$ cat src/hw/rtl/sat_at_ram.sv
`default_nettype none
// ----------------------------------------------------------------------------
// sat_at_ram: simple dual-port memory with bit write mask
// One write port, one read port, read data registered.
// ----------------------------------------------------------------------------
module sat_at_ram #(
  parameter int unsigned WIDTH = 8,
  parameter int unsigned DEPTH = 16,
  localparam int unsigned AW   = (DEPTH > 1) ? $clog2(DEPTH) : 1
) (
  input  wire logic             clk_i,
  input  wire logic             we_i,
  input  wire logic [AW-1:0]    waddr_i,
  input  wire logic [WIDTH-1:0] wmask_i,
  input  wire logic [WIDTH-1:0] wdata_i,
  input  wire logic [AW-1:0]    raddr_i,
  output      logic [WIDTH-1:0] rdata_o
);

  logic [WIDTH-1:0] mem [DEPTH];
  logic [WIDTH-1:0] rdata_q;

  always_ff @(posedge clk_i) begin
    if (we_i) begin
      for (int i = 0; i < WIDTH; i++) begin
        if (wmask_i[i]) begin
          mem[waddr_i][i] <= wdata_i[i];
        end
      end
    end
    rdata_q <= mem[raddr_i];
  end

  assign rdata_o = rdata_q;

endmodule
`default_nettype wire

$ cat config.mk
export PLATFORM = sky130hd
export DESIGN_NAME = sat_at_ram
export DESIGN_NICKNAME = d
export VERILOG_FILES = /design/src/hw/rtl/sat_at_ram.sv
export SDC_FILE = /design/constraint.sdc
export NUM_CORES = 1
export LEC_CHECK = 0
export BUFFER_PORTS_ARGS = -buffer_cell sky130_fd_sc_hd__clkbuf_2
export CORE_MARGIN = 4
export CORE_UTILIZATION = 55
export DETAILED_ROUTE_END_ITERATION = 10
export PLACE_DENSITY = 0.84
export SLEW_MARGIN = 20
export SYNTH_ARGS = -nofsm -noshare
export SYNTH_HDL_FRONTEND = slang
export SYNTH_SLANG_ARGS = --single-unit
$ cat constraint.sdc
create_clock -name clk_i -period 3.93 [get_ports clk_i]
set_input_delay 0.786 -clock clk_i [delete_from_list [all_inputs] [get_ports clk_i]]
set_output_delay 0.786 -clock clk_i [all_outputs]
set_load 0.1 [all_outputs]
## Word-level counts from Yosys, hierarchy flattened

Memories as Yosys holds them, arrays and structs flattened. A register that Yosys moved wholly into a read port is not among the register bits.
Cells that the tools add are included.
W data, S select, Z words.

| storage, ports and cells | value |
|---|---|
| input port bits | 26 |
| bits in registers | 0 |
| RAM bits | 128 |
| memories | 1 |
| word-level logic and storage cells | 25 |
| output and inout port bits | 8 |

Memories:

| memory | words | bits a word | rd ports | clocked after Yosys merged registers in | wr ports | line | source |
|---|---|---|---|---|---|---|---|
| mem | 16 | 8 | 1 | 1 | 1 | 20 | `logic [WIDTH-1:0] mem [DEPTH];` |

| operators by class | value |
|---|---|
| muxes and demuxes | 24 |

Operators with widths:

| cell | number |
|---|---|
| $mux W1 | 24 |

## Logic depth before layout (Yosys ltp)

Gate-level depths: netlist of run 1.

| logic depth | value |
|---|---|
| depth in word-level cells | 3 |
| depth in mapped cells | 5 |
| depth with buffers taken out | 3 |

## Worst setup path before layout of run 1

Ideal clock, no wire load.

| path | value |
|---|---|
| path type | input -> register |
| from | input port raddr_i[0] |
| to | register rdata_q[1] (netlist: rdata_o[1]), read port of mem |
| data required time | 3.810 ns |
| cell stages on the path | 5 |
| slack | 2.001 ns |
| library setup time | 0.120 ns |
| buffers on the path | 2 |
| arrival | 1.809 ns |
| cells stage by stage | buf_6 buf_6 mux4_1 a22oi_1 nand2_1 |

RTL lines:

| what | line | source |
|---|---|---|
| start, declared | 16 | `input wire logic [AW-1:0] raddr_i,` |
| end, declared | 21 | `logic [WIDTH-1:0] rdata_q;` |

## Worst setup path after layout of run 1

| path | value |
|---|---|
| from | register rdata_q[2] (netlist: rdata_o[2]), read port of mem |
| to | output port rdata_o[2] |

RTL lines:

| what | line | source |
|---|---|---|
| end, declared | 17 | `output logic [WIDTH-1:0] rdata_o` |

No word-level cell between the ends.

==> run_summary.xml, run 1 <==
<?xml version="1.0" encoding="UTF-8"?>
<metrics>
  <group name="sta">
    <metric name="drv_slew" unit="">0</metric>
    <metric name="setup_violations" unit="">0</metric>
    <metric name="finalHoldViolations" unit="">0</metric>
    <metric name="worst_slew_pin_slew" unit="ns">1.03</metric>
    <metric name="final_cycle_utilization_of_the_critical_path" unit="%">52.8</metric>
    <metric name="rsz0062_at_grt" unit="">false</metric>
    <metric name="timing.fmax" unit="GHz">0.482</metric>
    <metric name="max-slew-margin-rel" unit="%">31.1</metric>
    <metric name="totalNegativeSetupSlack" unit="ns">0</metric>
    <metric name="finalCriticalPeriod" unit="ns">2.07</metric>
    <metric name="worst_clock_skew" unit="ns">0.00777</metric>
  </group>
  <group name="synthesis">
    <metric name="synth_top_flop_cell" unit="">sky130_fd_sc_hd__edfxtp_1</metric>
    <metric name="synthTopCellsByArea" unit="">sky130_fd_sc_hd__edfxtp_1, sky130_fd_sc_hd__nor2_1, sky130_fd_sc_hd__mux4_2</metric>
    <metric name="postSynthCellCount" unit="">373</metric>
    <metric name="yosysSeqAreaShare" unit="%">70.4</metric>
    <metric name="avgSynthCellArea" unit="sq um">15.2</metric>
    <metric name="synth_top_area_share" unit="%">67.6</metric>
    <metric name="post-synth-top-area-cell" unit="">sky130_fd_sc_hd__edfxtp_1</metric>
    <metric name="number_of_enable_type_register_cells_in_the_synthesized_netlist" unit="">128</metric>
    <metric name="synth-seq-cells" unit="">136</metric>
    <metric name="synth-async-reset-ratio" unit="%">0</metric>
    <metric name="yosys-top-cells-count" unit="">sky130_fd_sc_hd__nor2_1, sky130_fd_sc_hd__edfxtp_1, sky130_fd_sc_hd__nand2_1</metric>
    <metric name="yosys.cell_count.top_type" unit="">sky130_fd_sc_hd__nor2_1</metric>
    <metric name="synth.lib_cells_used.distinct" unit="">17</metric>
    <metric name="mappedNetlistArea" unit="sq um">5680</metric>
    <metric name="mapped_nets" unit="">399</metric>
    <metric name="ys.warnings.count" unit="">0</metric>
  </group>
  <group name="detailed_routing">
    <metric name="detail_route.first_pass.iterations" unit="">5</metric>
    <metric name="drc" unit="">0</metric>
    <metric name="number_of_drc_violations_after_detailed_routing_iteration_0" unit="">528</metric>
    <metric name="wl_per_cell" unit="um">23.8</metric>
    <metric name="drt-vias-per-instance" unit="">6.23</metric>
    <metric name="postRouteAntennaNets" unit="">0</metric>
    <metric name="drt_wl_total" unit="mm">13.2</metric>
    <metric name="routed-via-count" unit="">3453</metric>
  </group>
  <group name="cts">
    <metric name="clock_insertion_delay_worst_skew" unit="ns">0.52</metric>
    <metric name="ctsResizeCount" unit="">0</metric>
    <metric name="cts.hold.buffers_added" unit="">0</metric>
    <metric name="clkTransAtPathRegs" unit="ns">0.06</metric>
    <metric name="clockBufferDepth" unit="">2</metric>
    <metric name="clock_sink_count" unit="">136</metric>
    <metric name="cts_root_buf" unit="">sky130_fd_sc_hd__clkbuf_8</metric>
    <metric name="tritoncts" unit="">built</metric>
    <metric name="cts_buffers" unit="">17</metric>
    <metric name="cts_post_setup_buffers_inserted" unit="">0</metric>
    <metric name="clock_tree.htree_level_count" unit="">4</metric>
  </group>
  <group name="global_routing">
    <metric name="met3_usage" unit="%">4.93</metric>
    <metric name="grt.met2_usage" unit="%">38.7</metric>
    <metric name="grt_busiest_layer" unit="">met2</metric>
    <metric name="grt_antenna_before_repair" unit="">0</metric>
    <metric name="global_route.usage.met1" unit="%">31.5</metric>
    <metric name="grt.total_usage" unit="%">24.0</metric>
    <metric name="grt-ovfl-total" unit="">0</metric>
    <metric name="pin_count_of_the_biggest_net_entering_global_routing" unit="">33</metric>
    <metric name="vias_in_the_first_global_route" unit="">3546</metric>
    <metric name="grt_first_pass_wirelength" unit="mm">20.1</metric>
  </group>
  <group name="run_status">
    <metric name="result_of_the_run" unit="">complete, no violations</metric>
  </group>
  <group name="final_layout">
    <metric name="regArea" unit="sq um">4000</metric>
    <metric name="num-nets-final" unit="">434</metric>
    <metric name="stdcell_area" unit="sq um">6530</metric>
    <metric name="antennaDiodeCount" unit="">0</metric>
    <metric name="layout-area-overhead-vs-synth" unit="%">14.8</metric>
    <metric name="multi_input_comb_area" unit="sq um">1560</metric>
    <metric name="fill_cells" unit="">667</metric>
    <metric name="fin_util" unit="%">65.9</metric>
    <metric name="final_layout_size_suffix_gt1_share" unit="%">20.0</metric>
  </group>
  <group name="worst_setup_path">
    <metric name="critical-path-top-delay-family" unit="">buffers and inverters</metric>
    <metric name="timing.setup.critical_path_class" unit="">flop to primary output</metric>
    <metric name="endpoint_kind" unit="">primary output</metric>
    <metric name="setup.worst_path.start_class" unit="">flop</metric>
    <metric name="ff2ff_path_depth" unit="">3</metric>
    <metric name="required" unit="ns">3.14</metric>
    <metric name="worst-endpoint-arrival" unit="ns">1.29</metric>
    <metric name="worst-path-stages" unit="">1</metric>
    <metric name="critical-path-slowest-cell" unit="">sky130_fd_sc_hd__clkbuf_2</metric>
    <metric name="path_max_fanout" unit="">1</metric>
    <metric name="crit_path_cell_trace" unit="">clkbuf_2</metric>
    <metric name="critical_path_buf_inv_count" unit="">1</metric>
    <metric name="crit_path_max_incr_delay" unit="ns">0.46</metric>
  </group>
  <group name="power_and_ir_drop">
    <metric name="cellLeakagePower" unit="nW">2.20</metric>
    <metric name="power-per-cell-area" unit="nW/um^2">538</metric>
    <metric name="max-vdd-ir-drop" unit="V">0.000308</metric>
  </group>
  <group name="floorplanning">
    <metric name="die-area" unit="sq um">12000</metric>
    <metric name="initial_utilization" unit="%">57.4</metric>
    <metric name="die-height" unit="um">110</metric>
    <metric name="die_x" unit="um">110</metric>
    <metric name="std_cell_rows" unit="">36</metric>
    <metric name="floorplan.core_area" unit="sq um">9910</metric>
    <metric name="top_level_ports" unit="">34</metric>
  </group>
  <group name="place">
    <metric name="place.gp.congestion" unit="">0.797</metric>
    <metric name="placedInstanceArea" unit="sq um">5910</metric>
    <metric name="place.detailed.hpwl" unit="mm">7.51</metric>
    <metric name="buffer_ports.inserted" unit="">33</metric>
  </group>
  <group name="min_path">
    <metric name="min_path_cells" unit="">1</metric>
    <metric name="min_path_type" unit="">input pin to flop</metric>
  </group>
  <group name="job">
    <metric name="cap_viol_max_count" unit="">0</metric>
  </group>
</metrics>
## stage by stage
stage                     instances  hold WS, ns  total power, mW  setup slack [ns]
final                           554        0.673             3.51              1.86
after global routing            554        0.686             3.60              1.81
after CTS                       554        0.664             3.52              1.84
after detailed placement        522        0.667             1.89              1.58
after global placement          522        0.656             1.88              1.66
after floorplan                 373        0.629             1.82              2.00
## area by class of cell
type                       instances  share of cell area, %
clock inverter                    14                   3.05
tap                              133                   2.55
timing repair buffer              35                   2.76
clock buffer                      18                   6.40
multi-input combinational        218                   23.9
sequential                       136                   61.3
## placed cells by master (no fill, tap or decap)
cell / count
sky130_fd_sc_hd__clkbuf_16: 16
sky130_fd_sc_hd__nand3_1: 6
sky130_fd_sc_hd__dfxtp_1: 8
sky130_fd_sc_hd__bufinv_16: 4
sky130_fd_sc_hd__buf_4: 2
sky130_fd_sc_hd__nand4_1: 1
sky130_fd_sc_hd__a22oi_1: 16
sky130_fd_sc_hd__clkbuf_2: 33
sky130_fd_sc_hd__nor2_1: 131
sky130_fd_sc_hd__and2_1: 1
sky130_fd_sc_hd__clkinvlp_4: 4
sky130_fd_sc_hd__inv_6: 2
sky130_fd_sc_hd__edfxtp_1: 128
sky130_fd_sc_hd__clkinv_2: 1
sky130_fd_sc_hd__clkbuf_8: 1
sky130_fd_sc_hd__mux4_1: 14
sky130_fd_sc_hd__mux4_2: 18
sky130_fd_sc_hd__nand2_1: 25
sky130_fd_sc_hd__clkbuf_1: 1
sky130_fd_sc_hd__and2b_1: 1
sky130_fd_sc_hd__clkinv_4: 3
sky130_fd_sc_hd__nor2b_1: 5
## flip-flops by register name, summed over array words and instances, names as in the netlist
register / count
rdata_o: 8
mem: 128
## worst paths after layout
| check | end | startpoint | slack [ns] |
|---|---|---|---|
| min | mem[11][3] | wdata_i[3] | 0.67 |
| max | rdata_o[2] | rdata_o[2] | 1.86 |
| min reg2reg | rdata_o[0] | mem[14][0] | 0.68 |
| max reg2reg | rdata_o[0] | mem[6][0] | 2.53 |
## where the power goes
part / switching, mW / internal, mW / total [mW]
Sequential: 0.00678 / 1.61 / 1.62
Clock: 0.619 / 1.04 / 1.65
Combinational: 0.182 / 0.0616 / 0.243
Total: 0.808 / 2.71 / 3.51
## layer usage
layer,up-vias,share of wire (%),wire (um)
met5,-,0,0
met4,0,3.4,447
met3,42,9.4,1240
met2,266,50,6660
met1,1677,37,4850
li1,1468,-,-
## logic make-up after synthesis
logic type | Yosys count | share of synthesized area (%)
buffers and inverters | 19 | 2.11
AO/OA/AOI/OAI | 16 | 2.11
multiplexers | 32 | 13.6
AND/OR/NAND/NOR | 170 | 11.7
flip-flops | 136 | 70.4
Note: power is estimated with default switching activity, not from simulation.
==> run 2: changes to the inputs <==
==> constraint.sdc (replaced) <==
create_clock -name clk_i -period 2.05 [get_ports clk_i]
set_input_delay 0.41 -clock clk_i [delete_from_list [all_inputs] [get_ports clk_i]]
set_output_delay 0.41 -clock clk_i [all_outputs]
set_load 0.1 [all_outputs]
==> run 2 against run 1 <==
- register-to-register slack got worse by 1.9 ns
- sequential power rose by 91%
- count of clock-buffer cells in the layout did not move
- clock power rose by 110%
- final area rose by 2.0%
- clock skew rose by 0.0013 ns
- combinational power rose by 98%
- total power rose by 99%
- worst setup slack got worse by 1.6 ns
==> run_summary.xml, run 2 (synthesized netlist as in run 1, its figures left out) <==
<?xml version="1.0" encoding="UTF-8"?>
<metrics>
  <group name="run_status">
    <metric name="result_of_the_run" unit="">complete, no violations</metric>
  </group>
  <group name="power_and_ir_drop">
    <metric name="max-vdd-ir-drop" unit="V">0.000613</metric>
    <metric name="power.switching" unit="mW">1.55</metric>
    <metric name="cell_internal_pwr" unit="mW">5.45</metric>
    <metric name="gate_power_share" unit="%">6.9</metric>
    <metric name="cellLeakagePower" unit="nW">2.27</metric>
    <metric name="switching_share" unit="%">22.2</metric>
    <metric name="power-per-cell-area" unit="nW/um^2">1050</metric>
    <metric name="seq_power_share" unit="%">44.3</metric>
    <metric name="clock_power_share" unit="%">48.8</metric>
    <metric name="totalPowerFinal" unit="mW">7.00</metric>
  </group>
  <group name="worst_setup_path">
    <metric name="ff2ff_path_depth" unit="">3</metric>
    <metric name="critical-path-slowest-cell" unit="">sky130_fd_sc_hd__clkbuf_2</metric>
    <metric name="cp-startpoint" unit="">rdata_o[2]</metric>
    <metric name="path_max_fanout" unit="">1</metric>
    <metric name="worst-endpoint-arrival" unit="ns">1.34</metric>
    <metric name="critical-path-top-delay-family" unit="">buffers and inverters</metric>
    <metric name="critPathCapture" unit="">rdata_o[2]</metric>
    <metric name="timing.setup.critical_path_class" unit="">flop to primary output</metric>
    <metric name="crit_path_cell_trace" unit="">clkbuf_2</metric>
    <metric name="setup.worst_path.start_class" unit="">flop</metric>
    <metric name="required" unit="ns">1.64</metric>
    <metric name="endpoint_kind" unit="">primary output</metric>
    <metric name="crit_path_max_incr_delay" unit="ns">0.47</metric>
    <metric name="critical_path_buf_inv_count" unit="">1</metric>
    <metric name="reg2reg_to" unit="">rdata_o[2]</metric>
    <metric name="worst-path-stages" unit="">1</metric>
    <metric name="timing.reg2reg.setup_slack" unit="ns">0.65</metric>
    <metric name="worstReg2RegStart" unit="">mem[1][2]</metric>
  </group>
  <group name="sta">
    <metric name="finalCriticalPeriod" unit="ns">1.75</metric>
    <metric name="worst_slew_pin_slew" unit="ns">1.04</metric>
    <metric name="worst_clock_skew" unit="ns">0.00903</metric>
    <metric name="timing.fmax" unit="GHz">0.571</metric>
    <metric name="finalHoldViolations" unit="">0</metric>
    <metric name="totalNegativeSetupSlack" unit="ns">0</metric>
    <metric name="rsz0062_at_grt" unit="">false</metric>
    <metric name="max-slew-margin-rel" unit="%">30.4</metric>
    <metric name="whs" unit="ns">0.295</metric>
    <metric name="final_cycle_utilization_of_the_critical_path" unit="%">85.4</metric>
    <metric name="drv_slew" unit="">0</metric>
    <metric name="setup_violations" unit="">0</metric>
  </group>
  <group name="cts">
    <metric name="cts.hold.buffers_added" unit="">0</metric>
    <metric name="clock_sink_count" unit="">136</metric>
    <metric name="clock_tree.htree_level_count" unit="">4</metric>
    <metric name="tritoncts" unit="">built</metric>
    <metric name="clockBufferDepth" unit="">2</metric>
    <metric name="ctsResizeCount" unit="">0</metric>
    <metric name="cts_post_setup_buffers_inserted" unit="">0</metric>
    <metric name="clkTransAtPathRegs" unit="ns">0.06</metric>
    <metric name="cts_root_buf" unit="">sky130_fd_sc_hd__clkbuf_8</metric>
    <metric name="clock_insertion_delay_worst_skew" unit="ns">0.52</metric>
    <metric name="cts_buffers" unit="">17</metric>
  </group>
  <group name="detailed_routing">
    <metric name="detail_route.first_pass.iterations" unit="">6</metric>
    <metric name="routed-via-count" unit="">3471</metric>
    <metric name="wl_per_cell" unit="um">24.2</metric>
    <metric name="postRouteAntennaNets" unit="">0</metric>
    <metric name="number_of_drc_violations_after_detailed_routing_iteration_0" unit="">450</metric>
    <metric name="drc" unit="">0</metric>
    <metric name="drt-vias-per-instance" unit="">6.18</metric>
    <metric name="drt_wl_total" unit="mm">13.6</metric>
  </group>
  <group name="final_layout">
    <metric name="fill_cells" unit="">639</metric>
    <metric name="stdcell_area" unit="sq um">6660</metric>
    <metric name="largest_register_ffs" unit="">128</metric>
    <metric name="layout-area-overhead-vs-synth" unit="%">17.2</metric>
    <metric name="num-nets-final" unit="">442</metric>
    <metric name="fin_util" unit="%">67.2</metric>
    <metric name="final_layout_size_suffix_gt1_share" unit="%">21.4</metric>
    <metric name="most_flop_heavy_register" unit="">mem</metric>
    <metric name="most-common-layout-cells" unit="">sky130_fd_sc_hd__nor2_1, sky130_fd_sc_hd__edfxtp_1, sky130_fd_sc_hd__clkbuf_2</metric>
    <metric name="commonest_non_fill_non_tap_cell_in_the_layout" unit="">sky130_fd_sc_hd__nor2_1</metric>
    <metric name="antennaDiodeCount" unit="">0</metric>
  </group>
  <group name="floorplanning">
    <metric name="floorplan.core_area" unit="sq um">9910</metric>
    <metric name="top_level_ports" unit="">34</metric>
    <metric name="std_cell_rows" unit="">36</metric>
    <metric name="initial_utilization" unit="%">57.4</metric>
    <metric name="die-area" unit="sq um">12000</metric>
    <metric name="die-height" unit="um">110</metric>
    <metric name="die_x" unit="um">110</metric>
  </group>
  <group name="global_routing">
    <metric name="grt_first_pass_wirelength" unit="mm">20.5</metric>
    <metric name="grt.total_usage" unit="%">24.5</metric>
    <metric name="grt_antenna_before_repair" unit="">0</metric>
    <metric name="grt-ovfl-total" unit="">0</metric>
    <metric name="vias_in_the_first_global_route" unit="">3630</metric>
    <metric name="pin_count_of_the_biggest_net_entering_global_routing" unit="">33</metric>
  </group>
  <group name="place">
    <metric name="placedInstanceArea" unit="sq um">6000</metric>
    <metric name="place.gp.congestion" unit="">0.810</metric>
    <metric name="buffer_ports.inserted" unit="">33</metric>
    <metric name="place.detailed.hpwl" unit="mm">7.67</metric>
  </group>
  <group name="min_path">
    <metric name="min_path_type" unit="">input pin to flop</metric>
  </group>
  <group name="job">
    <metric name="cap_viol_max_count" unit="">0</metric>
  </group>
</metrics>
run 2: final cells by class:
class	count	area (sq um)	share of cell area, %
clock buffers	18	418	6.27
clock inverters	14	246	3.70
multi-input cells	218	1560	23.4
flip-flops and latches	136	4000	60.1
well taps	133	166	2.50
repair buffers	43	265	3.98
run 2: worst min-delay path by stage:
stage               startpoint          to  slack [ns]  cells after the start
finish              wdata_i[3]   mem[2][3]        0.30                      1
global route        wdata_i[1]   mem[9][1]        0.30                      1
CTS                 wdata_i[1]  mem[10][1]        0.27                      1
detailed placement  mem[12][7]  rdata_o[7]        0.65                      3
global placement    mem[11][5]  rdata_o[5]        0.65                      3
floorplan           wdata_i[0]   mem[0][0]        0.51                      0
run 2: stage by stage:
stage               instances  setup slack [ns]
finish                    562             0.299
global route              562             0.275
CTS                       562             0.280
floorplan                 373             0.497
detailed placement        530             0.183
global placement          530             0.300
run 2: routing by layer:
metal | GRT usage [%] | wire (um)
met5 | 0 | 0
met4 | 11.7 | 405
met3 | 6.87 | 1610
met2 | 39.8 | 7010
met1 | 30.7 | 4600
run 2: power by group through the flow:
| stage | combinational, mW | sequential [mW] | clock, mW |
|---|---|---|---|
| after floorplan | 0.197 | 3.28 | 0 |
| after global placement | 0.457 | 3.15 | 0 |
| after detailed placement | 0.470 | 3.16 | 0 |
| after CTS | 0.478 | 3.10 | 3.42 |
| after global routing | 0.508 | 3.10 | 3.55 |
| final | 0.482 | 3.10 | 3.42 |
