File: src/hw/rtl/sat_at_pkg.sv
`default_nettype none
// ----------------------------------------------------------------------------
// sat_at_pkg: shared types and codes of the assignment trail
// Beat layouts of the command and response channels, command, status and
// literal state codes, and the fixed field widths.
// ----------------------------------------------------------------------------
package sat_at_pkg;

  localparam int unsigned VAR_BITS    = 10;
  localparam int unsigned LEVEL_BITS  = 11;
  localparam int unsigned CLAUSE_BITS = 16;
  localparam int unsigned RECIP_SHIFT = 2 * VAR_BITS;

  localparam logic [LEVEL_BITS-1:0] LEVEL_MAX = '1;

  typedef enum logic [1:0] {
    CMD_APPEND = 2'd0,
    CMD_POP    = 2'd1,
    CMD_QUERY  = 2'd2,
    CMD_NONE   = 2'd3
  } cmd_e;

  typedef enum logic [1:0] {
    STAT_OK      = 2'd0,
    STAT_SKIPPED = 2'd1,
    STAT_FULL    = 2'd2,
    STAT_EMPTY   = 2'd3
  } status_e;

  typedef enum logic [1:0] {
    LIT_UNASSIGNED = 2'd0,
    LIT_TRUE       = 2'd1,
    LIT_FALSE      = 2'd2
  } lit_e;

  typedef struct packed {
    logic [1:0]             command;
    logic                   decision;
    logic                   lit_en;
    logic [VAR_BITS-1:0]    var_index;
    logic                   polarity;
    logic [CLAUSE_BITS-1:0] clause_tag;
  } cmd_t;

  typedef struct packed {
    logic [1:0]             status;
    logic                   act_is_decision;
    logic                   act_has_literal;
    logic [VAR_BITS-1:0]    act_var;
    logic                   act_polarity;
    logic [CLAUSE_BITS-1:0] act_clause;
    logic [1:0]             lit_state;
    logic [LEVEL_BITS-1:0]  var_level;
    logic                   saved_negative;
    logic [LEVEL_BITS-1:0]  decision_level;
    logic [LEVEL_BITS-1:0]  trail_length;
  } rsp_t;

endpackage
`default_nettype wire

File: src/hw/rtl/sat_at_if.sv
`default_nettype none
// ----------------------------------------------------------------------------
// sat_at_if: command and response channels of the assignment trail
// Valid/ready channels; a beat moves on a clock edge with both high.
// ----------------------------------------------------------------------------
interface sat_at_cmd_if import sat_at_pkg::*; ();
  logic valid;
  logic ready;
  cmd_t data;

  modport source (output valid, output data, input ready);
  modport sink (input valid, input data, output ready);
endinterface

interface sat_at_rsp_if import sat_at_pkg::*; ();
  logic valid;
  logic ready;
  rsp_t data;

  modport source (output valid, output data, input ready);
  modport sink (input valid, input data, output ready);
endinterface
`default_nettype wire

File: src/hw/rtl/sat_at_ctrl.sv
`default_nettype none
// ----------------------------------------------------------------------------
// sat_at_ctrl: sequencer of the assignment trail
// Reads the trail and variable memories, applies append, pop and query,
// writes back and registers the response beat. Clears the variable table
// after reset.
// ----------------------------------------------------------------------------
module sat_at_ctrl import sat_at_pkg::*; #(
  parameter int unsigned VAR_COUNT      = 1024,
  parameter int unsigned TRAIL_DEPTH    = 1024,
  parameter int unsigned CLAUSE_ID_BITS = 16,
  localparam int unsigned VW   = (VAR_COUNT > 1) ? $clog2(VAR_COUNT) : 1,
  localparam int unsigned AW   = (TRAIL_DEPTH > 1) ? $clog2(TRAIL_DEPTH) : 1,
  localparam int unsigned TW   = $clog2(TRAIL_DEPTH + 1),
  localparam int unsigned TE_W = 3 + VAR_BITS + CLAUSE_ID_BITS,
  localparam int unsigned VE_W = 2 + LEVEL_BITS + AW
) (
  input  wire logic            clk_i,
  input  wire logic            rst_ni,
  sat_at_cmd_if.sink           cmd_i,
  sat_at_rsp_if.source         rsp_o,
  output      logic            tr_we_o,
  output      logic [AW-1:0]   tr_waddr_o,
  output      logic [TE_W-1:0] tr_wdata_o,
  output      logic [AW-1:0]   tr_raddr_o,
  input  wire logic [TE_W-1:0] tr_rdata_i,
  output      logic            vr_we_o,
  output      logic [VW-1:0]   vr_waddr_o,
  output      logic [VE_W-1:0] vr_wmask_o,
  output      logic [VE_W-1:0] vr_wdata_o,
  output      logic [VW-1:0]   vr_raddr_o,
  input  wire logic [VE_W-1:0] vr_rdata_i
);

  typedef enum logic [2:0] {
    ST_CLEAR,
    ST_IDLE,
    ST_READ,
    ST_UPDATE,
    ST_CAUSE
  } state_e;

  state_e                state_q, state_d;
  logic [VW-1:0]         clr_q, clr_d;
  cmd_t                  cmd_q, cmd_d;
  logic [TW-1:0]         top_q, top_d;
  logic [LEVEL_BITS-1:0] level_q, level_d;
  logic                  rsp_valid_q, rsp_valid_d;
  rsp_t                  rsp_q, rsp_d;

  logic                  cmd_ready;
  logic                  finish;
  logic                  go;
  rsp_t                  res;
  logic [VAR_BITS-1:0]   v;
  logic [VW-1:0]         va;
  logic [LEVEL_BITS-1:0] level_inc;
  logic [LEVEL_BITS-1:0] level_dec;

  logic                      tr_dec;
  logic                      tr_lit;
  logic [VAR_BITS-1:0]       tr_var;
  logic                      tr_neg;
  logic [CLAUSE_ID_BITS-1:0] tr_clause;

  logic                  ve_asg;
  logic                  ve_neg;
  logic [LEVEL_BITS-1:0] ve_level;
  logic [AW-1:0]         ve_cause;

  assign tr_dec    = tr_rdata_i[TE_W-1];
  assign tr_lit    = tr_rdata_i[TE_W-2];
  assign tr_var    = tr_rdata_i[TE_W-3 -: VAR_BITS];
  assign tr_neg    = tr_rdata_i[CLAUSE_ID_BITS];
  assign tr_clause = tr_rdata_i[CLAUSE_ID_BITS-1:0];

  assign ve_asg   = vr_rdata_i[VE_W-1];
  assign ve_neg   = vr_rdata_i[VE_W-2];
  assign ve_level = vr_rdata_i[VE_W-3 -: LEVEL_BITS];
  assign ve_cause = vr_rdata_i[AW-1:0];

  // reduce the variable index into the table range
  if (VAR_COUNT >= (1 << VAR_BITS)) begin : g_wide
    assign v = cmd_q.var_index;
  end else begin : g_reduce
    localparam int unsigned RECIP =
      ((32'd1 << RECIP_SHIFT) + VAR_COUNT - 1) / VAR_COUNT;

    logic [RECIP_SHIFT+VAR_BITS-1:0] prod;
    logic [VAR_BITS-1:0]             quo_q;
    logic [RECIP_SHIFT-1:0]          back;

    assign prod = (RECIP_SHIFT + VAR_BITS)'(cmd_i.data.var_index)
                * (RECIP_SHIFT + VAR_BITS)'(RECIP);

    always_ff @(posedge clk_i) begin
      if (cmd_ready && cmd_i.valid) begin
        quo_q <= prod[RECIP_SHIFT+VAR_BITS-1:RECIP_SHIFT];
      end
    end

    assign back = RECIP_SHIFT'(quo_q) * RECIP_SHIFT'(VAR_COUNT);
    assign v    = cmd_q.var_index - back[VAR_BITS-1:0];
  end

  assign va         = VW'(v);
  assign vr_raddr_o = va;
  assign tr_raddr_o = (cmd_q.command == CMD_QUERY) ? ve_cause : AW'(top_q - 1'b1);
  assign tr_waddr_o = top_q[AW-1:0];
  assign tr_wdata_o = {cmd_q.decision, cmd_q.lit_en,
                       cmd_q.lit_en ? v : {VAR_BITS{1'b0}},
                       cmd_q.lit_en & cmd_q.polarity,
                       CLAUSE_ID_BITS'(cmd_q.clause_tag)};

  assign go        = !rsp_valid_q || rsp_o.ready;
  assign level_inc = (cmd_q.decision && level_q != LEVEL_MAX) ? level_q + 1'b1 : level_q;
  assign level_dec = (tr_dec && level_q != '0) ? level_q - 1'b1 : level_q;

  always_comb begin
    state_d     = state_q;
    clr_d       = clr_q;
    cmd_d       = cmd_q;
    top_d       = top_q;
    level_d     = level_q;
    rsp_valid_d = rsp_valid_q && !rsp_o.ready;
    rsp_d       = rsp_q;
    cmd_ready   = 1'b0;
    finish      = 1'b0;
    res         = '0;
    tr_we_o     = 1'b0;
    vr_we_o     = 1'b0;
    vr_waddr_o  = va;
    vr_wmask_o  = '1;
    vr_wdata_o  = {1'b1, cmd_q.polarity, level_inc, top_q[AW-1:0]};

    unique case (state_q)
      ST_CLEAR: begin
        vr_we_o    = 1'b1;
        vr_waddr_o = clr_q;
        vr_wdata_o = '0;
        if (clr_q == VW'(VAR_COUNT - 1)) begin
          state_d = ST_IDLE;
        end else begin
          clr_d = clr_q + 1'b1;
        end
      end
      ST_IDLE: begin
        cmd_ready = 1'b1;
      end
      ST_READ: begin
        state_d = ST_UPDATE;
      end
      ST_UPDATE: begin
        if (cmd_q.command == CMD_QUERY && ve_asg) begin
          state_d = ST_CAUSE;
        end else if (go) begin
          finish    = 1'b1;
          cmd_ready = 1'b1;
          unique case (cmd_e'(cmd_q.command))
            CMD_APPEND: begin
              if (cmd_q.lit_en && ve_asg) begin
                res.status = STAT_SKIPPED;
              end else if (top_q == TW'(TRAIL_DEPTH)) begin
                res.status = STAT_FULL;
              end else begin
                tr_we_o = 1'b1;
                vr_we_o = cmd_q.lit_en;
                top_d   = top_q + 1'b1;
                level_d = level_inc;
              end
            end
            CMD_POP: begin
              if (top_q == '0) begin
                res.status = STAT_EMPTY;
              end else begin
                // clear only the assigned flag, keep phase and level
                vr_we_o             = tr_lit;
                vr_waddr_o          = VW'(tr_var);
                vr_wmask_o          = '0;
                vr_wmask_o[VE_W-1]  = 1'b1;
                vr_wdata_o          = '0;
                top_d               = top_q - 1'b1;
                level_d             = level_dec;
                res.act_is_decision = tr_dec;
                res.act_has_literal = tr_lit;
                res.act_var         = tr_var;
                res.act_polarity    = tr_neg;
                res.act_clause      = CLAUSE_BITS'(tr_clause);
              end
            end
            CMD_QUERY: begin
              res.lit_state      = LIT_UNASSIGNED;
              res.var_level      = ve_level;
              res.saved_negative = ve_neg;
            end
            CMD_NONE: begin
              res.status = STAT_OK;
            end
          endcase
        end
      end
      ST_CAUSE: begin
        if (go) begin
          finish              = 1'b1;
          cmd_ready           = 1'b1;
          res.lit_state       = (ve_neg == cmd_q.polarity) ? LIT_TRUE : LIT_FALSE;
          res.var_level       = ve_level;
          res.saved_negative  = ve_neg;
          res.act_is_decision = tr_dec;
          res.act_has_literal = tr_lit;
          res.act_var         = tr_var;
          res.act_polarity    = tr_neg;
          res.act_clause      = CLAUSE_BITS'(tr_clause);
        end
      end
    endcase

    if (finish) begin
      res.decision_level = level_d;
      res.trail_length   = LEVEL_BITS'(top_d);
      rsp_d              = res;
      rsp_valid_d        = 1'b1;
    end

    if (cmd_ready && cmd_i.valid) begin
      cmd_d   = cmd_i.data;
      state_d = ST_READ;
    end else if (finish) begin
      state_d = ST_IDLE;
    end
  end

  always_ff @(posedge clk_i or negedge rst_ni) begin
    if (!rst_ni) begin
      state_q     <= ST_CLEAR;
      clr_q       <= '0;
      cmd_q       <= '0;
      top_q       <= '0;
      level_q     <= '0;
      rsp_valid_q <= 1'b0;
      rsp_q       <= '0;
    end else begin
      state_q     <= state_d;
      clr_q       <= clr_d;
      cmd_q       <= cmd_d;
      top_q       <= top_d;
      level_q     <= level_d;
      rsp_valid_q <= rsp_valid_d;
      rsp_q       <= rsp_d;
    end
  end

  assign cmd_i.ready = cmd_ready;
  assign rsp_o.valid = rsp_valid_q;
  assign rsp_o.data  = rsp_q;

endmodule
`default_nettype wire

File: src/flat_wrapper.sv
// flat-port wrapper written by rule: the top's interface ports become plain ports
module sat_at_ctrl_flat import sat_at_pkg::*;
#(
  parameter int unsigned VAR_COUNT      = 1024,
  parameter int unsigned TRAIL_DEPTH    = 1024,
  parameter int unsigned CLAUSE_ID_BITS = 16,
  localparam int unsigned VW   = (VAR_COUNT > 1) ? $clog2(VAR_COUNT) : 1,
  localparam int unsigned AW   = (TRAIL_DEPTH > 1) ? $clog2(TRAIL_DEPTH) : 1,
  localparam int unsigned TW   = $clog2(TRAIL_DEPTH + 1),
  localparam int unsigned TE_W = 3 + VAR_BITS + CLAUSE_ID_BITS,
  localparam int unsigned VE_W = 2 + LEVEL_BITS + AW
)
  (clk_i, rst_ni, tr_we_o, tr_waddr_o, tr_wdata_o, tr_raddr_o, tr_rdata_i, vr_we_o, vr_waddr_o, vr_wmask_o, vr_wdata_o, vr_raddr_o, vr_rdata_i, cmd_i_valid, cmd_i_data, cmd_i_ready, rsp_o_valid, rsp_o_data, rsp_o_ready);
  sat_at_cmd_if cmd_i_i ();
  sat_at_rsp_if rsp_o_i ();
  input  wire logic clk_i;
  input  wire logic rst_ni;
  output      logic tr_we_o;
  output      logic [AW-1:0] tr_waddr_o;
  output      logic [TE_W-1:0] tr_wdata_o;
  output      logic [AW-1:0] tr_raddr_o;
  input  wire logic [TE_W-1:0] tr_rdata_i;
  output      logic vr_we_o;
  output      logic [VW-1:0] vr_waddr_o;
  output      logic [VE_W-1:0] vr_wmask_o;
  output      logic [VE_W-1:0] vr_wdata_o;
  output      logic [VW-1:0] vr_raddr_o;
  input  wire logic [VE_W-1:0] vr_rdata_i;
  input wire logic [$bits(cmd_i_i.valid)-1:0] cmd_i_valid;
  input wire logic [$bits(cmd_i_i.data)-1:0] cmd_i_data;
  output wire logic [$bits(cmd_i_i.ready)-1:0] cmd_i_ready;
  output wire logic [$bits(rsp_o_i.valid)-1:0] rsp_o_valid;
  output wire logic [$bits(rsp_o_i.data)-1:0] rsp_o_data;
  input wire logic [$bits(rsp_o_i.ready)-1:0] rsp_o_ready;
  assign cmd_i_i.valid = cmd_i_valid;
  assign cmd_i_i.data = cmd_i_data;
  assign cmd_i_ready = cmd_i_i.ready;
  assign rsp_o_valid = rsp_o_i.valid;
  assign rsp_o_data = rsp_o_i.data;
  assign rsp_o_i.ready = rsp_o_ready;
  sat_at_ctrl #(.VAR_COUNT(VAR_COUNT), .TRAIL_DEPTH(TRAIL_DEPTH), .CLAUSE_ID_BITS(CLAUSE_ID_BITS)) u_core (.clk_i(clk_i), .rst_ni(rst_ni), .cmd_i(cmd_i_i), .rsp_o(rsp_o_i), .tr_we_o(tr_we_o), .tr_waddr_o(tr_waddr_o), .tr_wdata_o(tr_wdata_o), .tr_raddr_o(tr_raddr_o), .tr_rdata_i(tr_rdata_i), .vr_we_o(vr_we_o), .vr_waddr_o(vr_waddr_o), .vr_wmask_o(vr_wmask_o), .vr_wdata_o(vr_wdata_o), .vr_raddr_o(vr_raddr_o), .vr_rdata_i(vr_rdata_i));
endmodule
File: config.mk
export PLATFORM = sky130hd
export DESIGN_NAME = sat_at_ctrl_flat
export DESIGN_NICKNAME = d
export VERILOG_FILES = /design/src/hw/rtl/sat_at_pkg.sv /design/src/hw/rtl/sat_at_if.sv /design/src/hw/rtl/sat_at_ctrl.sv /design/src/flat_wrapper.sv
export SDC_FILE = /design/constraint.sdc
export NUM_CORES = 1
export LEC_CHECK = 0
export BUFFER_PORTS_ARGS = -buffer_cell sky130_fd_sc_hd__buf_2
export CORE_MARGIN = 2
export CORE_UTILIZATION = 45
export DETAILED_ROUTE_END_ITERATION = 12
export GPL_TIMING_DRIVEN = 0
export PLACE_DENSITY = 0.7
export SETUP_SLACK_MARGIN = 0.1
export SLEW_MARGIN = 20
export SYNTH_ARGS = -nofsm -noshare
export SYNTH_HDL_FRONTEND = slang
export SYNTH_SLANG_ARGS = --single-unit
File: constraint.sdc
create_clock -name clk_i -period 2.7 [get_ports clk_i]
set_input_delay 0.135 -clock clk_i [delete_from_list [all_inputs] [get_ports clk_i]]
set_output_delay 0.135 -clock clk_i [all_outputs]
set_load 0.01 [all_outputs]
-- After elaboration in Yosys (flattened, before gate mapping)
Cells that the tools add are included.
- register bits after elaboration: 134
- input port bits: 87
- add/sub/neg operators: 5
- eq/ne operators: 12
- mux-type cells: 69
- bitwise operators: 2
- reductions and logical operators: 16
- operators by type and width (operator ; number):
    $mux 23 ; 8
    $mux 11 ; 14
    $mux 45 ; 2
    $pmux 43 s2 ; 1
    $mux 10 ; 6
    $mux 29 ; 2
    $pmux 23 s2 ; 1
    $pmux 11 s2 ; 2
    $mux 43 ; 1
    $add 11x1->11 const B ; 2
    $mux 22 ; 1
    $sub 11x1->11 const B ; 2
    $pmux 10 s2 ; 1
    $mux 1 ; 14
    $mux 12 ; 1
    $mux 3 ; 4
    $eq 11x11->1 const B ; 1
    $logic_not 11->1 ; 1
    $ne 11x11->1 const B ; 1
    $reduce_bool 11->1 ; 1
    $add 10x1->10 const B ; 1
    $eq 10x10->1 const B ; 1
    $mux 2 ; 5
    $pmux 3 s3 ; 1
    other kinds (20) ; 30

-- Logic depth before layout (Yosys ltp)
- depth after elaboration: 9
- mapped depth: 11
- depth with buffers taken out: 10

-- Worst setup path before layout
Ideal clock, no wire load.
- path type: reg2reg
- start: register u_core.top_q[9]
- end: register u_core.rsp_q (netlist bit u_core.rsp_o.data[1])
- arrival time: 2.395 ns
- data required time: 2.575 ns
- path slack: 0.180 ns
- stages on the path, launching flop included: 9
- path buffers: 2
- cell sequence: dfrtp_1 -> clkbuf_1 -> or4_1 -> o41ai_4 -> nor2_1 -> inv_1 -> buf_2 -> o211ai_1 -> mux2_2
- cells in the longest elaborated chain, start to end: 7
- elaborated cells between the ends (all ways): 9
- classes of those cells: eq/ne (1); mux (7); reduce/logical (1)
- RTL lines (what ; line ; text):
    start: declaration ; sat_at_ctrl.sv:46 ; logic [TW-1:0] top_q, top_d;
    start signal: assignment ; sat_at_ctrl.sv:246 ; top_q <= top_d;
    $eq 11x11->1 ; sat_at_ctrl.sv:163 ; end else if (top_q == TW'(TRAIL_DEPTH)) begin
    $mux 11 ; sat_at_ctrl.sv:163 ;
    $mux 11 ; sat_at_ctrl.sv:161 ; if (cmd_q.lit_en && ve_asg) begin
    $pmux 11 s2 * ; sat_at_ctrl.sv:159 ; unique case (cmd_e'(cmd_q.command))
    $mux 11 * ; sat_at_ctrl.sv:156 ; end else if (go) begin
    $mux 11 * ; sat_at_ctrl.sv:154 ; if (cmd_q.command == CMD_QUERY && ve_asg) begin
    $mux 11 * ; sat_at_ctrl.sv:136 ; unique case (state_q)
    named net u_core.top_d[1] ; sat_at_ctrl.sv:46 ;
    end signal: assignment ; sat_at_ctrl.sv:249 ; rsp_q <= rsp_d;
    end: declaration ; sat_at_ctrl.sv:49 ; rsp_t rsp_q, rsp_d;
The timed path passes the listed nets; every way through them passes the cells marked *.
A chain may end at the register's enable or synchronous reset.

-- Worst setup path in the final report
- start: register u_core.top_q[3]
- end: output vr_waddr_o[7]
- cells in the longest elaborated chain, start to end: 6
- RTL lines (what ; line ; text):
    $logic_not 11->1 ; sat_at_ctrl.sv:173 ; if (top_q == '0) begin
    $mux 10 ; sat_at_ctrl.sv:173 ;
    $mux 10 ; sat_at_ctrl.sv:159 ;
    $mux 10 ; sat_at_ctrl.sv:156 ;
    $mux 10 ; sat_at_ctrl.sv:154 ;
    $pmux 10 s2 ; sat_at_ctrl.sv:136 ;
    end: declaration ; flat_wrapper.sv:24 ; output logic [VW-1:0] vr_waddr_o;
No other way between the ends.

==> results.md <==
- The capture point of the worst path is vr_waddr_o[7].
- The number of buffer and inverter instances along the worst setup path is 6.
- Data on the critical path arrives at its endpoint at 2.64 ns.
- The setup TNS after final layout is -0.806 ns.
- The via count of the first global-routing pass is 7647.
- The total clock sinks is 134.
- The checks that failed: negative setup slack.
- The minimum setup slack among reg-to-reg paths is 0.01 ns.
- The top-level I/O count is 273.
- The number of nets in the synthesized netlist is 873.
- The DRC marker count from the first detailed-route iteration is 642.
- Traced cell by cell, the critical path runs through buf_6, or3_4, buf_6, o41ai_4, nor2_2, inv_2, nand2_4, inv_4, buf_6, nand2_2, nand2_1, buf_2.
- The hold slack is 0.0191 ns.
- With fillers left out, the area of the finished cells amounts to 11400 um2.
- In this run, synthesis inferred 0 flip-flops with an integrated enable.
- The leading register cell type out of synthesis is sky130_fd_sc_hd__dfrtp_1.
- Summed over all instances, the cell type with the most area after synthesis is sky130_fd_sc_hd__dfrtp_1.
- The path class of the tightest hold or removal check is in -> reg.
- The die covers ~18000 um2.
- The congestion estimate from routability-driven global placement came to 0.990.
- In the post-synthesis netlist, the biggest area contributors are sky130_fd_sc_hd__dfrtp_1 44%, sky130_fd_sc_hd__mux2_2 7.0%, sky130_fd_sc_hd__buf_4 6.0%.
- Setup violations remaining at the end of the flow were counted as 30.
- The worst setup path is captured at an output pin.
- The worst register-to-register path begins at u_core.top_q[3]$_DFF_PN0_.
- After floorplanning, the core was sized to cover 16500 um2.
- The worst setup path category is reg -> out.
- The endpoint identified for the worst register-to-register timing path is u_core.rsp_o.data[9]$_DFFE_PN0P_.
- The clock period minus final worst setup slack is 2.77 ns.
- The complex-gate fraction of the synthesized area is 0.176.
- The fraction of final layout cells with drive strength greater than 1 is 0.459.
- Of all flip-flops after synthesis, the portion carrying an async set or reset was 1.00.
- The kind of cell with the highest combined delay along the critical path is buffers and inverters.
- The starting density of the core is 0.457.
- The fraction of synthesized area in multiplexers is 0.0780.
- The number of pins exceeding their max-slew limit in the final report is 0.
- The path depth of the worst reg2reg path is 10.
- The worst stage delay on the critical path is 0.41 ns.
- The iteration count of the initial detailed-routing pass is 5.
- The cell sitting at the root of the clock tree is a sky130_fd_sc_hd__clkbuf_16.
- The largest family of logic cells by synthesized area is compound AO/OA/AOI/OAI gates.
- The leakage power figure is 0.00544 uW.
- In the global route stage, met1 resource usage came out at 0.367.
- The worst hold path was traced through 3 stages.
- The clock tree from TritonCTS is yes.
- Of the available clock period, the critical path in the final layout requires 1.03.
- Across all layers, the routed design uses 7864 vias.
- Dividing total power by cell area gives a power density of 998 nW/um2.
- The share of the Yosys chip area taken by registers is 0.444.
- The chip height is 134 um.
- Global routing finished with a remaining overflow of 0.
- The deepest clock path buffer count is 2.
- Counting distinct cell types in the post-synthesis netlist gives 66.
- The average routed wire per standard cell is 18.8 um.
- Counting instances in the post-synthesis netlist gives the leading cell types as 134 x sky130_fd_sc_hd__dfrtp_1, 77 x sky130_fd_sc_hd__nand2_1, 60 x sky130_fd_sc_hd__buf_4, 47 x sky130_fd_sc_hd__mux2_2, 45 x sky130_fd_sc_hd__nor2_1.
- The most critical setup path has its startpoint at u_core.top_q[3]$_DFF_PN0_.
- Internal power comes to 6840 uW.
- Entering global routing, the biggest net connects 80 pins.
- Of the total synthesized cell area, the portion taken by full adders, half adders and majority gates is 0.00993.
- Among all stages on the critical path, the largest delay is contributed by sky130_fd_sc_hd__o41ai_4.
- The net switching power figure is 4510 uW.
- The number of levels the H-tree was split into is 4.
- Of the total power, combinational logic draws 0.495.
- The endpoint required time on the critical path is roughly 2.6 ns.
- The total of warnings raised by yosys is 0.
- For this run, global-route usage on met3 was measured as 0.0632.
- The synthesized area per cell is 9.69 um2.
- Timing would allow up to around 360 MHz.
- Overall power consumption after layout is estimated at 11400 uW.
- By instance count, the cell type seen most on the critical path is sky130_fd_sc_hd__buf_6.
- The clock insertion delay at the later pin of the skew report is approximately 0.43 ns.
- The critical-path maximum fanout is 6.
- In this run the most used layer during global routing was met2.
- The actual transition at the worst max-transition pin is just over 0.8 ns.
- STA classifies the critical path startpoint as a register.
- The total length of routed wires is 26400 um.
- The most common cell in the netlist is sky130_fd_sc_hd__dfrtp_1.
- Compared with the post-synthesis result, the final layout area differs by 50.4%.
- The area of the mapped netlist is 7560 um2.
- Across the run, the number of max-cap violations was 0.
- In this run the cell area measured after placement is roughly 9000 um2.
- Once layout is complete, the utilization of the core stands at 0.688.
- The wire length of the first global-routing pass is 40700 um.
- The HPWL after detailed placement is 17700 um.
- Of the total synthesized cell area, the portion taken by XOR and XNOR cells is 0.0301.
- The number of antenna violations at the first check in global routing was 1.
- The standard-cell row count is 47.
- The clock buffer count from CTS is 17.
- Headroom to the max-slew limit came out at 0.446.
- The area share of the largest cell type after synthesis is 0.444.
- After detailed routing, the number of vias per cell comes to 5.61.
- The number of nets in the finished design is ~1.3k.
- Counting the fill cells in the layout gives 1248.
- The setup clock skew after layout is just under 0.009 ns.
- The count of port buffers added during placement is 271.
- The final number of hold-violating endpoints came to 0.
- The simple logic cell fraction of the synthesized area is 0.165.
- The number of cells on the critical path is 12.
- The floorplan die width is about 130 um.
- The count of nets left with antenna violations after detail routing is 0.
- Of the total power, the share spent switching nets is 0.397.
- Setup repair after global routing could not meet its margin everywhere.
- The share of total power dissipated in sequential elements is 0.298.
- The final critical-path setup slack is -0.0730 ns.
- Synthesis produced 780 cells.
- The worst-case IR drop observed on VDD is 0.638 mV.
- The flow ran to the end, but the final reports show violations.
- For this run, design rule violations remaining after detail routing come to 0.
- The total routing resource utilization after global routing is 0.291.
- In the global route stage, met2 resource usage came out at 0.489.
- The proportion of power drawn by the clock network is 0.207.
- The flip-flop and latch count after synthesis is about 130.
- The clock input transition at the sequential cells of the worst setup and hold paths is 0.06 ns.
-- what timing repair did --
action	CTS	global route
cloned	3	1
gates resized for setup	95	64
setup buffers	18	5
hold endpoints to repair	126	0
pin swaps	20	12
setup endpoints to repair	117	146
hold buffers	72	0
-- per-layer routing --
| metal | part of all wire | up-vias |
|---|---|---|
| li1 | - | 3564 |
| met1 | 0.39 | 3792 |
| met2 | 0.50 | 432 |
| met3 | 0.079 | 76 |
| met4 | 0.034 | 0 |
| met5 | 0 | - |
-- worst reg2reg max path, cell delays in order, from the launching register on --
cell and delay [ns]:
sky130_fd_sc_hd__dfrtp_1 0.39, sky130_fd_sc_hd__buf_6 0.12, sky130_fd_sc_hd__or3_4 0.33, sky130_fd_sc_hd__buf_6 0.15, sky130_fd_sc_hd__or4_4 0.41, sky130_fd_sc_hd__buf_6 0.15
sky130_fd_sc_hd__buf_6 0.12, sky130_fd_sc_hd__o41a_1 0.33, sky130_fd_sc_hd__o21ai_1 0.19, sky130_fd_sc_hd__nand3_1 0.12, sky130_fd_sc_hd__mux2_4 0.27
-- logic make-up (layout without fill, tap and decap cells) --
kind of cell               Yosys count  in the layout
and+or+nand+nor                    252            252
AOI/OAI and AO/OA                  179            179
DFF                                134            134
buffers and inverters              130            531
muxes                               52             52
xor gates and xnor gates            26             26
adders and majority gates            6              6
other                                1              2
-- registers in the layout, summed over array words and instances, names as in the netlist --
register and cells:
u_core.clr_q 10, u_core.tr_wdata_o 18, u_core.top_q 11, u_core.rsp_o.data 67, u_core.state_q 3, u_core.rsp_o.valid 1
u_core.level_q 11, u_core.vr_raddr_o 10, u_core.cmd_q 3
-- how the worst min path moves through the flow --
stage	from	end	slack, ns
final	cmd_i_valid	u_core.state_q[1]$_DFFE_PN0P_	0.02
after global routing	cmd_i_valid	u_core.state_q[1]$_DFFE_PN0P_	0.03
after CTS	cmd_i_valid	u_core.state_q[1]$_DFFE_PN0P_	0.007
after detailed placement	rst_ni	u_core.level_q[7]$_DFF_PN0_	0.09
after global placement	vr_rdata_i[10]	u_core.rsp_o.data[23]$_DFFE_PN0P_	0.35
after floorplan	rst_ni	u_core.clr_q[0]$_DFFE_PN0P_	-0.16
-- power groups by stage --
stage          Combinational [uW]  Clock [uW]  Sequential [uW]
2_1_floorplan                2870           0             3370
3_3_place_gp                 4750           0             3290
3_5_place_dp                 4820           0             3300
4_1_cts                      5270        2380             3300
5_1_grt                      6010        2470             3480
6_report                     5620        2350             3380
-- metrics by stage --
| step | worst slack, ns | cells |
|---|---|---|
| floorplan | 0.180 | 780 |
| global placement | -0.496 | 1271 |
| detailed placement | -0.511 | 1272 |
| CTS | -0.0933 | 1396 |
| global route | -0.131 | 1402 |
| finish | -0.0730 | 1402 |
-- cell usage in the layout, fill, tap and decap left out, types with 6 or more instances in the layout --
| cell type | synthesis | layout |
|---|---|---|
| sky130_fd_sc_hd__and2_1 | 16 | 16 |
| sky130_fd_sc_hd__dfrtp_1 | 134 | 132 |
| sky130_fd_sc_hd__buf_4 | 60 | 82 |
| sky130_fd_sc_hd__nand3_1 | 24 | 22 |
| sky130_fd_sc_hd__mux2_2 | 47 | 46 |
| sky130_fd_sc_hd__nor3_1 | 19 | 13 |
| sky130_fd_sc_hd__buf_2 | 9 | 260 |
| sky130_fd_sc_hd__and3_1 | 17 | 16 |
| sky130_fd_sc_hd__nor2_1 | 45 | 38 |
| sky130_fd_sc_hd__a22o_1 | 44 | 44 |
| sky130_fd_sc_hd__a22oi_1 | 10 | 7 |
| sky130_fd_sc_hd__nand2_1 | 77 | 59 |
| sky130_fd_sc_hd__clkbuf_1 | 41 | 22 |
| sky130_fd_sc_hd__o22ai_1 | 8 | 7 |
| sky130_fd_sc_hd__o21ai_0 | 29 | 24 |
| sky130_fd_sc_hd__dlygate4sd3_1 | 0 | 72 |
| sky130_fd_sc_hd__a21oi_1 | 23 | 21 |
| sky130_fd_sc_hd__xnor2_1 | 19 | 18 |
| sky130_fd_sc_hd__clkbuf_2 | 0 | 14 |
| sky130_fd_sc_hd__nand2_2 | 0 | 12 |
| sky130_fd_sc_hd__xor2_1 | 7 | 7 |
| sky130_fd_sc_hd__clkbuf_16 | 0 | 19 |
| sky130_fd_sc_hd__nand4_1 | 15 | 15 |
| sky130_fd_sc_hd__buf_6 | 1 | 19 |
| sky130_fd_sc_hd__inv_1 | 16 | 13 |
| sky130_fd_sc_hd__a31oi_1 | 11 | 11 |
| sky130_fd_sc_hd__nand2_4 | 0 | 6 |
-- final cells by class --
cell class                      count  area, um2  area share
Clock inverter                     14        164      0.0144
Inverter                           18       71.3     0.00627
Buffer                            110        753      0.0662
Sequential cell                   134       3360       0.295
Antenna cell                        1       2.50    0.000220
Timing Repair Buffer              371       2470       0.217
Multi-Input combinational cell    516       3850       0.339
Clock buffer                       18        429      0.0377
Tap cell                          220        275      0.0242
(Power assumes the default switching activity.)
